**src/design/sse_pkg.sv**
```systemverilog
package sse_pkg;

  localparam int SAMPLE_BITS = 16;
  localparam int POWER_BITS  = 32;
  localparam int DIV_BITS    = 24;
  localparam int CFG_DATA_BITS  = 11;
  localparam int CFG_INDEX_BITS = 2;

  // register indexes of the configuration port
  localparam logic [CFG_INDEX_BITS-1:0] REG_VECTOR_LENGTH = 2'd0;
  localparam logic [CFG_INDEX_BITS-1:0] REG_PILOT_SPACING = 2'd1;
  localparam logic [CFG_INDEX_BITS-1:0] REG_DC_NULL_WIDTH = 2'd2;

  localparam logic [POWER_BITS-1:0] POWER_ONE = 32'h4000_0000;
  localparam logic [17:0] ALPHA_W    = 18'd167772;
  localparam logic [23:0] BETA_W     = 24'd16609444;
  localparam logic [23:0] RESULT_MAX = 24'h7F_FFFF;
  localparam logic [23:0] RATIO_ONE  = 24'd65536;
  // largest quotient that stays in range after subtracting one
  localparam logic [23:0] QUOT_MAX   = 24'd8454143;

  typedef struct packed {
    logic signed [SAMPLE_BITS-1:0] ref_re;
    logic signed [SAMPLE_BITS-1:0] ref_im;
    logic signed [SAMPLE_BITS-1:0] num_re;
    logic signed [SAMPLE_BITS-1:0] num_im;
  } sse_in_t;

  typedef struct packed {
    logic signed [23:0] sinr_estimate;
    logic [9:0]         subcarrier_index;
  } sse_out_t;

  typedef struct packed {
    logic                  start;
    logic [4:0]            steps;
    logic [POWER_BITS-1:0] rem0;
    logic [DIV_BITS-1:0]   bits;
    logic [POWER_BITS-1:0] divisor;
  } div_req_t;

  typedef struct packed {
    logic                  done;
    logic [DIV_BITS-1:0]   quotient;
    logic [POWER_BITS-1:0] remainder;
  } div_rsp_t;

endpackage

```
**src/design/sse_divider.sv**
```systemverilog
module sse_divider (
  input  logic            clk,
  input  logic            rst,
  input  sse_pkg::div_req_t req,
  output sse_pkg::div_rsp_t rsp
);
  import sse_pkg::*;

  logic                  busy;
  logic [4:0]            cnt;
  logic [POWER_BITS-1:0] rem;
  logic [DIV_BITS-1:0]   shreg;
  logic [DIV_BITS-1:0]   quot;
  logic                  done;
  logic [POWER_BITS:0]   trial;
  logic                  ge;

  // restoring division, one quotient bit a cycle
  assign trial = {rem, shreg[DIV_BITS-1]};
  assign ge    = trial >= {1'b0, req.divisor};

  always_ff @(posedge clk) begin
    if (rst) begin
      busy <= 1'b0;
      done <= 1'b0;
      cnt  <= '0;
    end else begin
      done <= 1'b0;
      if (req.start) begin
        busy  <= 1'b1;
        cnt   <= req.steps;
        rem   <= req.rem0;
        shreg <= req.bits;
        quot  <= '0;
      end else if (busy) begin
        rem   <= ge ? POWER_BITS'(trial - {1'b0, req.divisor}) : trial[POWER_BITS-1:0];
        shreg <= {shreg[DIV_BITS-2:0], 1'b0};
        quot  <= {quot[DIV_BITS-2:0], ge};
        cnt   <= cnt - 5'd1;
        if (cnt == 5'd1) begin
          busy <= 1'b0;
          done <= 1'b1;
        end
      end
    end
  end

  assign rsp.done      = done;
  assign rsp.quotient  = quot;
  assign rsp.remainder = rem;

endmodule

```
**config.mk**
```make
export PLATFORM = sky130hd
export DESIGN_NAME = sse_divider
export DESIGN_NICKNAME = d
export VERILOG_FILES = /design/src/design/sse_pkg.sv /design/src/design/sse_divider.sv
export SDC_FILE = /design/constraint.sdc
export NUM_CORES = 1
export LEC_CHECK = 0
export ABC_AREA = 1
export BUFFER_PORTS_ARGS = -buffer_cell sky130_fd_sc_hd__buf_2
export CAP_MARGIN = 0
export CORE_AREA = 2 2 133 135
export DETAILED_ROUTE_END_ITERATION = 10
export DIE_AREA = 0 0 135 137
export GPL_ROUTABILITY_DRIVEN = 0
export HOLD_SLACK_MARGIN = 0.12
export PLACE_DENSITY = 0.61
export SLEW_MARGIN = 20
export SYNTH_ARGS = -nofsm -noshare
export SYNTH_HDL_FRONTEND = slang
export SYNTH_SLANG_ARGS = --single-unit
```
**constraint.sdc**
```tcl
create_clock -name clk -period 6 [get_ports clk]
set_clock_uncertainty 0.2 [all_clocks]
set_input_delay 0.3 -clock clk [delete_from_list [all_inputs] [get_ports clk]]
set_output_delay 0.3 -clock clk [all_outputs]
set_load 0.02 [all_outputs]
```
# After elaboration in Yosys (flattened, before gate mapping)
# Cells that the tools add are included.
[classes]
n_addsub = 2
order_cmp = 1
n_eq_ne = 1
n_mux = 12
bitwise = 2
reduce_logical = 3
[ops]
columns = ["op", "count"]
rows = [
  ["$mux W32", 3],
  ["$mux W24", 3],
  ["$ge A33 B32 Y1", 1],
  ["$sub A32 B32 Y32", 1],
  ["$mux W5", 2],
  ["$eq A5 B1 Y1 const B", 1],
  ["$sub A5 B1 Y5 const B", 1],
  ["$mux W1", 4],
  ["$reduce_or A3 Y1", 1],
  ["$not A1 Y1", 2],
  ["$reduce_and A2 Y1", 1],
  ["$reduce_bool A2 Y1", 1],
]
[word_totals]
register_bits = 87
in_bits = 96
output_inout_bits = 57
wordCells = 27

# Logic depth before layout (Yosys ltp)
# Gate-level depths: netlist of run 1.
[logic_depth]
word_depth = 4
depth_mapped = 16
mapped_depth_nobuf = 16

# Worst setup path before layout of run 1
# No wires, ideal clock.
[synth_path]
path_type = "in2reg"
start = "in req[93] in the netlist's numbering"
end = "reg busy"
setup_time_ns = 0.074
arrival_time_ns = 4.502
required_time_ns = 5.726
path_slack_ns = 1.224
path_stages = 5
path_buffers = 1
cell_sequence = "clkbuf_1 -> nor2_1 -> nor2_1 -> o21ai_0 -> inv_1"
[synth_between]
elab_chain_len = 1
[synth_lines]
columns = ["item", "line", "source"]
rows = [
  ["from (decl)", "sse_divider.sv:4", "input sse_pkg::div_req_t req,"],
  ["$mux W1", "sse_divider.sv:29", "if (req.start) begin"],
  ["to (signal assigned)", "sse_divider.sv:24", "busy <= 1'b0;"],
  ["to (signal assigned)", "sse_divider.sv:30", "busy <= 1'b1;"],
  ["to (signal assigned)", "sse_divider.sv:41", "busy <= 1'b0;"],
  ["to (decl)", "sse_divider.sv:9", "logic busy;"],
]
# Every way passes these cells.
# A chain may end at the register's enable or synchronous reset.

# Final worst setup path of run 1
[layout_path]
start = "reg rem[23]"
end = "reg rem[31] (data pin)"
[layout_between]
elab_chain_len = 4
elab_cells_between_ends = 5
cone_classes = "1 x add/sub; 1 x order compare; 3 x mux"
[layout_lines]
columns = ["item", "line", "source"]
rows = [
  ["from (decl)", "sse_divider.sv:11", "logic [POWER_BITS-1:0] rem;"],
  ["from (signal assigned)", "sse_divider.sv:32", "rem <= req.rem0;"],
  ["from (signal assigned)", "sse_divider.sv:36", "rem <= ge ? POWER_BITS'(trial - {1'b0, req.divisor}) : trial[POWER_BITS-1:0];"],
  ["$sub A32 B32 Y32 / $ge A33 B32 Y1 (equally long branches)", "sse_divider.sv:36, sse_divider.sv:20", ""],
  ["$mux W32 *", "sse_divider.sv:36", ""],
  ["$mux W32 *", "sse_divider.sv:35", "end else if (busy) begin"],
  ["$mux W32 *", "sse_divider.sv:29", ""],
]
# Mark *: on every way between the ends. The rest lies on a longest branch, timed or not. The select of a mux whose other input is x is not followed.

==> results of run 1 <==
-- power by group --
part           total, mW  switching [mW]  leakage, nW  internal [mW]
clock network      0.609           0.276        0.151          0.332
logic              0.658           0.409         3.73          0.249
registers          0.753          0.0271        0.830          0.725
-- cell usage after synthesis, drive strengths merged (2+ instances only) --
cell type  number
a21oi          19
inv           188
xnor2          14
and2            3
nand3          69
xor2            2
ha             34
a31oi           3
clkbuf         11
buf            13
nor2           72
nand4          10
nand3b         25
edfxtp         80
nand2         426
nor3            7
o21ai           9
dfxtp           7
-- routing by layer --
metal | up-vias | wire [um] | GRT usage, %
met5 | - | 0 | 0
met4 | 0 | 382 | 6.71
met3 | 21 | 1020 | 3.96
met2 | 155 | 9150 | 36.3
met1 | 2917 | 8630 | 26.4
li1 | 3493 | - | -
-- flip-flops by register name, indices dropped and copies added, names as in the netlist --
| signal | flops |
|---|---|
| quot | 24 |
| done | 1 |
| rem | 32 |
| busy | 1 |
| shreg | 24 |
| cnt | 5 |
-- through the flow --
stage / util, % / cells / setup WS (ns) / hold WS [ns] / cell area [sq um]
3_5_place_dp: 45.1 / 1354 / 3.07 / 0.298 / 7690
2_1_floorplan: - / 998 / 1.22 / 0.169 / 6750
3_3_place_gp: 45.1 / 1354 / 3.09 / 0.294 / 7690
6_report: 50.8 / 1436 / 3.10 / 0.150 / 8660
5_1_grt: 50.7 / 1434 / 2.82 / 0.182 / 8650
4_1_cts: 50.6 / 1433 / 3.06 / 0.130 / 8630
-- worst reg2reg max path: cells and delay by family, from the launching register on --
kind                       cells  cell delay (ns)
and+or+nand+nor               10             1.38
DFF                            1             0.46
AOI/OAI and AO/OA              1             0.16
adders and majority gates      1             0.41
buffers and inverters          1             0.05
-- repair_timing --
action / 4_1_cts / 5_1_grt
hold buffers: 63 / 0
buffers inserted: 0 / 0
endpoints found under the setup margin: 0 / 0
gates resized for setup: 0 / 0
endpoints found under the hold margin: 62 / 0
-- kinds of logic (layout without fill, tap and decap cells) --
logic type	after synthesis	in the layout	synth area share, %
and+or+nand+nor	614	614	38.5
buffers and inverters	212	423	12.4
DFF	87	87	37.7
adders and majority gates	35	35	6.60
AOI/OAI and AO/OA	34	34	2.75
xor gates and xnor gates	16	16	2.08
other	0	2	0
-- path summary, 6_finish.rpt --
kind                        from                  end  slack, ns  cells after the start
max            rem[23]$_DFFE_PP_    rem[31]$_DFFE_PP_       3.10                     13
min                      req[93]  cnt[3]$_SDFFE_PP0N_       0.15                      4
max reg2reg    rem[23]$_DFFE_PP_    rem[31]$_DFFE_PP_       3.10                     13
min reg2reg  shreg[16]$_DFFE_PP_  shreg[17]$_DFFE_PP_       0.32                      2
-- layout make-up --
cell class / instances / share of cell area [%]
multi-input cells: 699 / 39.0
flip-flops and latches: 87 / 29.4
repair buffers: 219 / 16.6
diodes: 2 / 0.0578
inverters: 188 / 8.15
clock inverters: 7 / 1.01
clock buffers: 9 / 2.60
well taps: 225 / 3.25
==> metrics.md, run 1 <==
| Metric | Value |
|---|---|
| TritonCTS clock tree | done |
| Leading area contributor after synthesis | edfxtp_1 |
| Worst-Skew Late Latency | 0.35 ns |
| Drt total wl | around 19000 um |
| Most frequent cells in the layout | nand2_1, inv_1, buf_2 |
| Final hold vios | 0 |
| Site Rows | 48 |
| Buf/Inv on CP | 1 |
| Max-slew violations | 0 |
| Critical Path, Cell by Cell | ha_1 > nand2_1 > inv_2 > nand2_1 > nand2_1 > a21oi_2 > nor2_2 > nor2_8 > nand2_8 > nand2_2 > nand2_1 > nand2_1 > nand2_1 |
| WP data arrival | approximately 2.8 ns |
| Ports | approximately 150 |
| Global route overflow | 0 |
| Crit path kind | flip-flop to flip-flop |
| Status | finished, final reports clean |
| Synth top area share | 35.6% |
| DR WL/cell | between 10 and 15 um |
| Post-Syn Nets | ~1100 |
| TritonRoute pass-1 iters | 4 |
| Max H-tree Level | 3 |
| Ys async rst share | 0% |
| Max IR drop VDD | ~0.00013 V |
| First-pass GRT wire length | just over 30000 um |
| Most used cell, CP | nand2_1 |
| Area grow syn2layout | 28.4% |
| Synth warn | 0 |
| Power density over cell area | ~230 nW/um^2 |
| Slew HR | approximately two fifths |
| Max cap viols | 0 |
| DRT iter0 DRCs | 383 |
| Post-DP HPWL | approximately 14000 um |
| TNS Setup | 0 ns |
| CTS root buf | clkbuf_16 |
| Synthesized area | 6750 sq um |
| Post-Syn Instances | ~1000 |
| Total die area | approximately 18000 sq um |
| Worst-Margin Slew | approximately 0.88 ns |
| Core area | 17100 sq um |
| Pin count of the biggest net entering global routing | 89 |
| CP delay by family, top | simple AND/OR/NAND/NOR gates |
| Slowest-stage cell, CP | edfxtp_1 |
| Number of port buffers | roughly 150 |
| Initial antenna violation count | 2 |
| Syn_area_per_cell | 6.76 sq um |
| CP endpoint kind | flip-flop |
| Area of the multi-input gates | approximately 3400 sq um |
| Startpoint types | flip-flop |
| Commonest non-fill, non-tap cell in the layout | nand2_1 |
| Layout cells sized above 1 | between 15 and 20% |
| Via count | approximately 6600 |
| Die Width | about 140 um |
| RSZ-0062 raised after global routing | false |
| Drt drc | 0 |
| Share of the yosys chip area belonging to registers | 37.7% |
| Reg area | between 2000 and 3000 sq um |
| CTS Buf Count | 9 |
| Fmax | between 300 and 400 MHz |
| Largest fanout on the critical path | 33 |
| Final setup fails | 0 |
| Minimum clock period | approximately 2.9 ns |
| Final net count | between 1000 and 1500 |
| Total power | a little over 2 mW |
| Clk sinks | just under 90 |
| Static leakage | roughly 4.7 nW |
| WP data required | 5.91 ns |
| Worst Hold Class | input port to flip-flop |
| Dominant cells by area after synthesis | edfxtp_1, nand2_1, inv_1, ha_1, nand3_1 |
| Period utilisation layout | 48.3% |
| Vias in the first global route | ~6400 |
| Cell variety after synth | 35 |
| CP max stage delay | roughly 0.46 ns |
| Via/cell ratio | between 4 and 5 |
| Fillers | 1737 |
| Post-route ant nets | 0 |
| Clock Path Buffers | 2 |
| Initial Util | roughly 40% |
| EDFF count, synth | 80 |
| Gr usage total | 21.0% |
| Synth Flop Type | edfxtp_1 |
| Die height | roughly 140 um |
| Clk pin slew, worst setup/hold paths | around 0.07 ns |
| Seq cells post-synth | slightly below 90 |
Note: power is estimated with default switching activity, not from simulation.
==> run 2: changes to the inputs <==
--- a/config.mk
+++ b/config.mk
@@ -13,7 +13,7 @@
 export DIE_AREA = 0 0 135 137
 export GPL_ROUTABILITY_DRIVEN = 0
 export HOLD_SLACK_MARGIN = 0.12
-export PLACE_DENSITY = 0.61
+export PLACE_DENSITY = 0.63
 export SLEW_MARGIN = 20
 export SYNTH_ARGS = -nofsm -noshare
 export SYNTH_HDL_FRONTEND = slang
==> constraint.sdc (replaced) <==
create_clock -name clk -period 2.5 [get_ports clk]
set_clock_uncertainty 0.2 [all_clocks]
set_input_delay 0.125 -clock clk [delete_from_list [all_inputs] [get_ports clk]]
set_output_delay 0.125 -clock clk [all_outputs]
set_load 0.02 [all_outputs]
==> run 2 against run 1 <==
Clock power up 130%. Register-to-register slack worse by 3.0 ns. Critical path depth unchanged. Critical endpoint is now rem[22]$_DFFE_PP_. Largest cell class unchanged. Highest routed layer unchanged.
==> metrics.md, run 2 (synthesis results as in run 1) <==
| Metric | Value |
|---|---|
| Post-DP HPWL | 15400 um |
| CTS root buf | clkbuf_16 |
| Layout cells sized above 1 | a little under a third |
| Most used cell, CP | nand2_1 |
| Pre-CTS setup slack | -0.132 ns |
| Initial antenna violation count | 0 |
| Power density over cell area | about 520 nW/um^2 |
| GR peak layer | met2 |
| Slowest-stage cell, CP | edfxtp_1 |
| Reg2reg start | rem[13]$_DFFE_PP_ |
| Met1 global-route usage | between 20% and 30% |
| CP endpoint kind | flip-flop |
| Final setup fails | 0 |
| Gr usage total | roughly 23% |
| Via count | 7343 |
| Minimum clock period | around 2.4 ns |
| Core area | 17100 sq um |
| Clock Path Buffers | 2 |
| Drt drc | 0 |
| Buf/Inv on CP | 2 |
| Initial Util | around two fifths |
| Die Width | around 140 um |
| Number of port buffers | between 150 and 200 |
| RSZ-0062 raised after global routing | true |
| M3 GR Usage | ~4.7% |
| Number of flip-flops in the largest register | 32 |
| Global Route met2 Usage | between 30 and 40% |
| Top Registers | rem (32), quot (24), shreg (24) |
| Static leakage | ~5.4 nW |
| TritonCTS clock tree | done |
| Die height | 137 um |
| CP max stage delay | roughly 0.46 ns |
| Clk pin slew, worst setup/hold paths | 0.08 ns |
| Drt total wl | between 20000 and 25000 um |
| Worst Hold Class | input port to flip-flop |
| Crit path kind | flip-flop to flip-flop |
| Max H-tree Level | 3 |
| Via/cell ratio | around 4.7 |
| Slew HR | between 40% and 50% |
| CP delay by family, top | simple AND/OR/NAND/NOR gates |
| Max cap viols | 0 |
| Critical Path, Cell by Cell | ha_4 > nand2_2 > nor2_2 > nand2_1 > inv_1 > nand2_1 > nand2_2 > nand2_4 > nand2_8 > clkbuf_16 > nand2_1 > nand3_1 > nand2_1 |
| Total die area | between 15000 and 20000 sq um |
| Fillers | about 1600 |
| Final hold vios | 0 |
| WP data arrival | about 2.3 ns |
| DR WL/cell | 14.3 um |
| Final net count | approximately 1500 |
| Most frequent cells in the layout | nand2_1, inv_1, buf_2 |
| Status | finished, final reports clean |
| Clk sinks | slightly below 90 |
| Fmax | 412 MHz |
| Most flops, register | rem |
| Commonest non-fill, non-tap cell in the layout | nand2_1 |
| CTS Buf Count | 9 |
| Worst-Margin Slew | about 0.86 ns |
| Largest fanout on the critical path | 6 |
| TritonRoute pass-1 iters | 5 |
| DP Cell Count | around 1400 |
| Ports | approximately 150 |
| WP data required | 2.42 ns |
| Startpoint types | flip-flop |
| First-pass GRT wire length | 33300 um |
| DRT iter0 DRCs | 436 |
| Final Worst Setup Slack | between 0.07 and 0.08 ns |
| Pin count of the biggest net entering global routing | 82 |
| Site Rows | 48 |
| Global route overflow | 0 |
| Area grow syn2layout | 53.1% |
| Max IR drop VDD | ~0.0004 V |
| Post-route ant nets | 0 |
| Non-Filler Instances | 1550 |
| Ant. Diodes | 0 |
| Vias in the first global route | between 6000 and 7000 |
| CP startpoint | rem[13]$_DFFE_PP_ |
| Worst Min Path Start | req[0] |
| Worst-Skew Late Latency | roughly 0.36 ns |
| Period utilisation layout | 97.0% |
| Max-slew violations | 0 |
-- run 2: changes by cell type in the layout (fill, tap and decap cells not counted), moves of 13 or more --
cell,before,now
nor2_2,5,18
nand2_1,420,386
buf_4,3,103
ha_1,34,3
nand2_2,4,30
ha_4,0,31
nor2_1,65,45
-- run 2: timing repair --
action,CTS,global route
hold buffers,64,0
setup endpoints to repair,31,33
resized for setup,14,123
endpoints found under the hold margin,62,0
gates cloned,0,3
buffers inserted,0,19
pin swaps,0,35
-- run 2: worst min-delay path: cells and delay by family --
| kind | cells | cell delay [ns] |
|---|---|---|
| AND/OR/NAND/NOR | 3 | 0.15 |
| adder cells (fa/ha/maj) | 1 | 0.14 |
| buffers and inverters | 1 | 0.12 |
-- run 2: cell type report --
type                            count  area (sq um)  area share [%]
Multi-Input combinational cell    700          4090            39.5
Sequential cell                    87          2540            24.6
Timing Repair Buffer              334          2420            23.5
Inverter                          188           706            6.83
Tap cell                          225           282            2.73
Clock buffer                        9           225            2.18
Clock inverter                      7          66.3           0.642
-- run 2: worst paths after layout --
kind | end | slack (ns) | cells after the start
worst max-delay path | rem[22]$_DFFE_PP_ | 0.07 | 13
worst min-delay path | rem[0]$_DFFE_PP_ | 0.13 | 5
worst max register to register | rem[22]$_DFFE_PP_ | 0.07 | 13
worst min register to register | shreg[20]$_DFFE_PP_ | 0.32 | 2
-- run 2: per-stage QoR --
step / setup TNS [ns] / util (%) / instance area [sq um] / power [mW] / hold WS [ns]
after floorplan: 0 / - / 6750 / 2.91 / -0.00559
after global placement: -1.46 / 49.7 / 8470 / 3.60 / 0.186
after detailed placement: -2.35 / 49.7 / 8470 / 3.61 / 0.195
after CTS: -0.0777 / 55.5 / 9460 / 5.09 / 0.153
after global routing: -0.420 / 60.6 / 10300 / 5.73 / 0.171
final: 0 / 60.6 / 10300 / 5.42 / 0.135
-- run 2: metal layers --
| layer | routed length [um] | part of all wire (%) |
|---|---|---|
| met3 | 1340 | 6.1 |
| met4 | 554 | 2.5 |
| met5 | 0 | 0 |
| met2 | 10600 | 48 |
| met1 | 9620 | 43 |
-- run 2: report_power, final --
group / internal [mW] / switching [mW]
logic: 1.02 / 1.19
clock network: 0.698 / 0.684
registers: 1.74 / 0.0787
==> run 3: changes to the inputs <==
--- a/config.mk
+++ b/config.mk
@@ -13,7 +13,8 @@
 export DIE_AREA = 0 0 135 137
 export GPL_ROUTABILITY_DRIVEN = 0
 export HOLD_SLACK_MARGIN = 0.12
-export PLACE_DENSITY = 0.63
+export PLACE_DENSITY = 0.61
+export RECOVER_POWER = 25
 export SLEW_MARGIN = 20
 export SYNTH_ARGS = -nofsm -noshare
 export SYNTH_HDL_FRONTEND = slang
==> constraint.sdc (replaced) <==
create_clock -name clk -period 2.7 [get_ports clk]
set_clock_uncertainty 0.2 [all_clocks]
set_input_delay 0.135 -clock clk [delete_from_list [all_inputs] [get_ports clk]]
set_output_delay 0.135 -clock clk [all_outputs]
set_load 0.02 [all_outputs]
==> run 3 against run 2 <==
Wire length fell by 8.7%. Global-route usage is 0.97 points lower. Total power down 16%. Clock power decreased by 7%. Register-to-register slack improved by 0.02 ns. Via count shrank 6.8%. Combinational power shrank 29%. First-iteration DRC count down 23%.
==> metrics.md, run 3 (synthesis results as in run 1) <==
| Metric | Value |
|---|---|
| TritonRoute pass-1 iters | 5 |
| Gr usage total | 21.9% |
| Pin count of the biggest net entering global routing | 70 |
| Post-DP HPWL | 15200 um |
| First-pass GRT wire length | 32000 um |
| Reg2reg start | rem[18]$_DFFE_PP_ |
| Reg2reg path depth | 13 |
| Commonest non-fill, non-tap cell in the layout | nand2_1 |
| Number of flip-flops in the largest register | 32 |
| Largest fanout on the critical path | 12 |
| Final hold vios | 0 |
| TritonCTS clock tree | done |
| Worst-Skew Late Latency | 0.36 ns |
| Number of port buffers | 152 |
| Clk sinks | slightly below 90 |
| Final setup fails | 0 |
| Global route overflow | 0 |
| Via/cell ratio | around 4.7 |
| Most used cell, CP | nand2_1 |
| Worst hold slack | 0.153 ns |
| Max-slew violations | 0 |
| Non-Filler Instances | roughly 1500 |
| CP endpoint kind | flip-flop |
| DR WL met2 | between 9000 and 10000 um |
| Metal3 WL | ~1100 um |
| Site Rows | 48 |
| Final net count | about 1400 |
| Core area | 17100 sq um |
| Initial Util | 39.5% |
| Max cap viols | 0 |
| Vias in the first global route | 6673 |
| DR WL/cell | about 14 um |
| Worst Setup EP | rem[30]$_DFFE_PP_ |
| Worst Hold Class | input port to flip-flop |
| Fillers | approximately 1800 |
| Slowest-stage cell, CP | edfxtp_1 |
| R2R setup slack | between 0.09 and 0.1 ns |
| Max IR drop VDD | roughly 0.00034 V |
| Fmax | between 300 and 400 MHz |
| Most flops, register | rem |
| Post-route ant nets | 0 |
| CTS root buf | clkbuf_16 |
| Die height | 137 um |
| TNS Setup | 0 ns |
| RSZ-0062 raised after global routing | true |
| Status | finished, final reports clean |
| Worst-Margin Slew | 0.700 ns |
| Ant. Diodes | 0 |
| Power density over cell area | about 500 nW/um^2 |
| Startpoint types | flip-flop |
| Max H-tree Level | 3 |
| CP startpoint | rem[18]$_DFFE_PP_ |
| WP data required | 2.62 ns |
| Total die area | ~18000 sq um |
| Slew HR | ~53% |
| Worst R2R End | rem[30]$_DFFE_PP_ |
| CP max stage delay | around 0.50 ns |
| Via count | 6846 |
| Minimum clock period | around 2.6 ns |
| Top Metal Used | met4 |
| DRT iter0 DRCs | between 300 and 400 |
| Critical Path, Cell by Cell | ha_4 > nand2_1 > nor2_2 > nand2_1 > nor2_1 > nand2_1 > nand2_2 > nor2_8 > nand2_8 > buf_12 > nand3_1 > nand2_1 > nand2_1 |
| Ports | ~150 |
| Top Registers | rem (32), quot (24), shreg (24) |
| Post-Route M1 WL | 9020 um |
| Clk pin slew, worst setup/hold paths | 0.08 ns |
| Die Width | 135 um |
| Final Core Density | a little over half |
| Layout cells sized above 1 | between 10% and 20% |
| Drt drc | 0 |
| Area grow syn2layout | 32.9% |
| Area of the multi-input gates | between 3000 and 4000 sq um |
| Static leakage | between 4 and 5 nW |
| Crit path kind | flip-flop to flip-flop |
| Reg area | 2540 sq um |
| CTS Buf Count | 9 |
| Clock Path Buffers | 2 |
| Period utilisation layout | 96.6% |
| WP data arrival | approximately 2.5 ns |
| DP Cell Count | ~1400 |
| Drt total wl | about 20000 um |
| Initial antenna violation count | 0 |
| Most frequent cells in the layout | nand2_1, inv_1, buf_2 |
## run 3: power breakdown
| group | switching (mW) | total, mW | internal, mW |
|---|---|---|---|
| Combinational | 0.955 | 1.58 | 0.628 |
| Clock | 0.625 | 1.28 | 0.652 |
| Sequential | 0.0679 | 1.68 | 1.61 |
## run 3: how the worst min path moves through the flow
stage,start,end,slack [ns],cells past startpoint
4_1_cts,req[93],rem[6]$_DFFE_PP_,0.15,3
3_3_place_gp,req[32],shreg[0]$_SDFFCE_PN0P_,0.19,3
5_1_grt,req[93],rem[4]$_DFFE_PP_,0.19,3
3_5_place_dp,req[32],shreg[0]$_SDFFCE_PN0P_,0.20,3
6_report,req[93],rem[6]$_DFFE_PP_,0.15,3
2_1_floorplan,rst,cnt[2]$_SDFFE_PP0N_,0.004,1
## run 3: routing by layer
layer	up-vias	track usage, %
met5	-	0
met4	0	8.97
met2	192	37.6
li1	3536	-
met1	3086	27.3
met3	32	3.93
## run 3: layout make-up
cell class              instances  share of cell area, %
clock inverters                 7                  0.837
repair buffers                240                   17.3
well taps                     225                   3.14
multi-input cells             699                   40.0
flip-flops and latches         87                   28.4
clock buffers                   9                   2.51
inverters                     188                   7.87
## run 3: worst max-delay path, delay by kind of cell (launching register included)
| kind | cells | cell delay [ns] |
|---|---|---|
| AND/OR/NAND/NOR | 11 | 1.16 |
| flip-flops | 1 | 0.50 |
| adder cells (fa/ha/maj) | 1 | 0.36 |
| buffers and inverters | 1 | 0.14 |
## run 3: metrics by stage
stage,power [mW],cell area (sq um),setup slack (ns)
2_1_floorplan,2.70,6750,0.275
5_1_grt,4.82,8970,-0.0529
3_3_place_gp,3.14,7860,-0.0269
6_report,4.54,8970,0.0912
4_1_cts,4.51,8810,0.00105
3_5_place_dp,3.15,7860,-0.0623
## run 3: timing repair
action                                 4_1_cts  5_1_grt
endpoints found under the hold margin       62        0
pin swaps                                    0        1
setup buffers                                1        3
resized for setup                            2       35
hold buffers                                63        0
setup endpoints to repair                   25       29
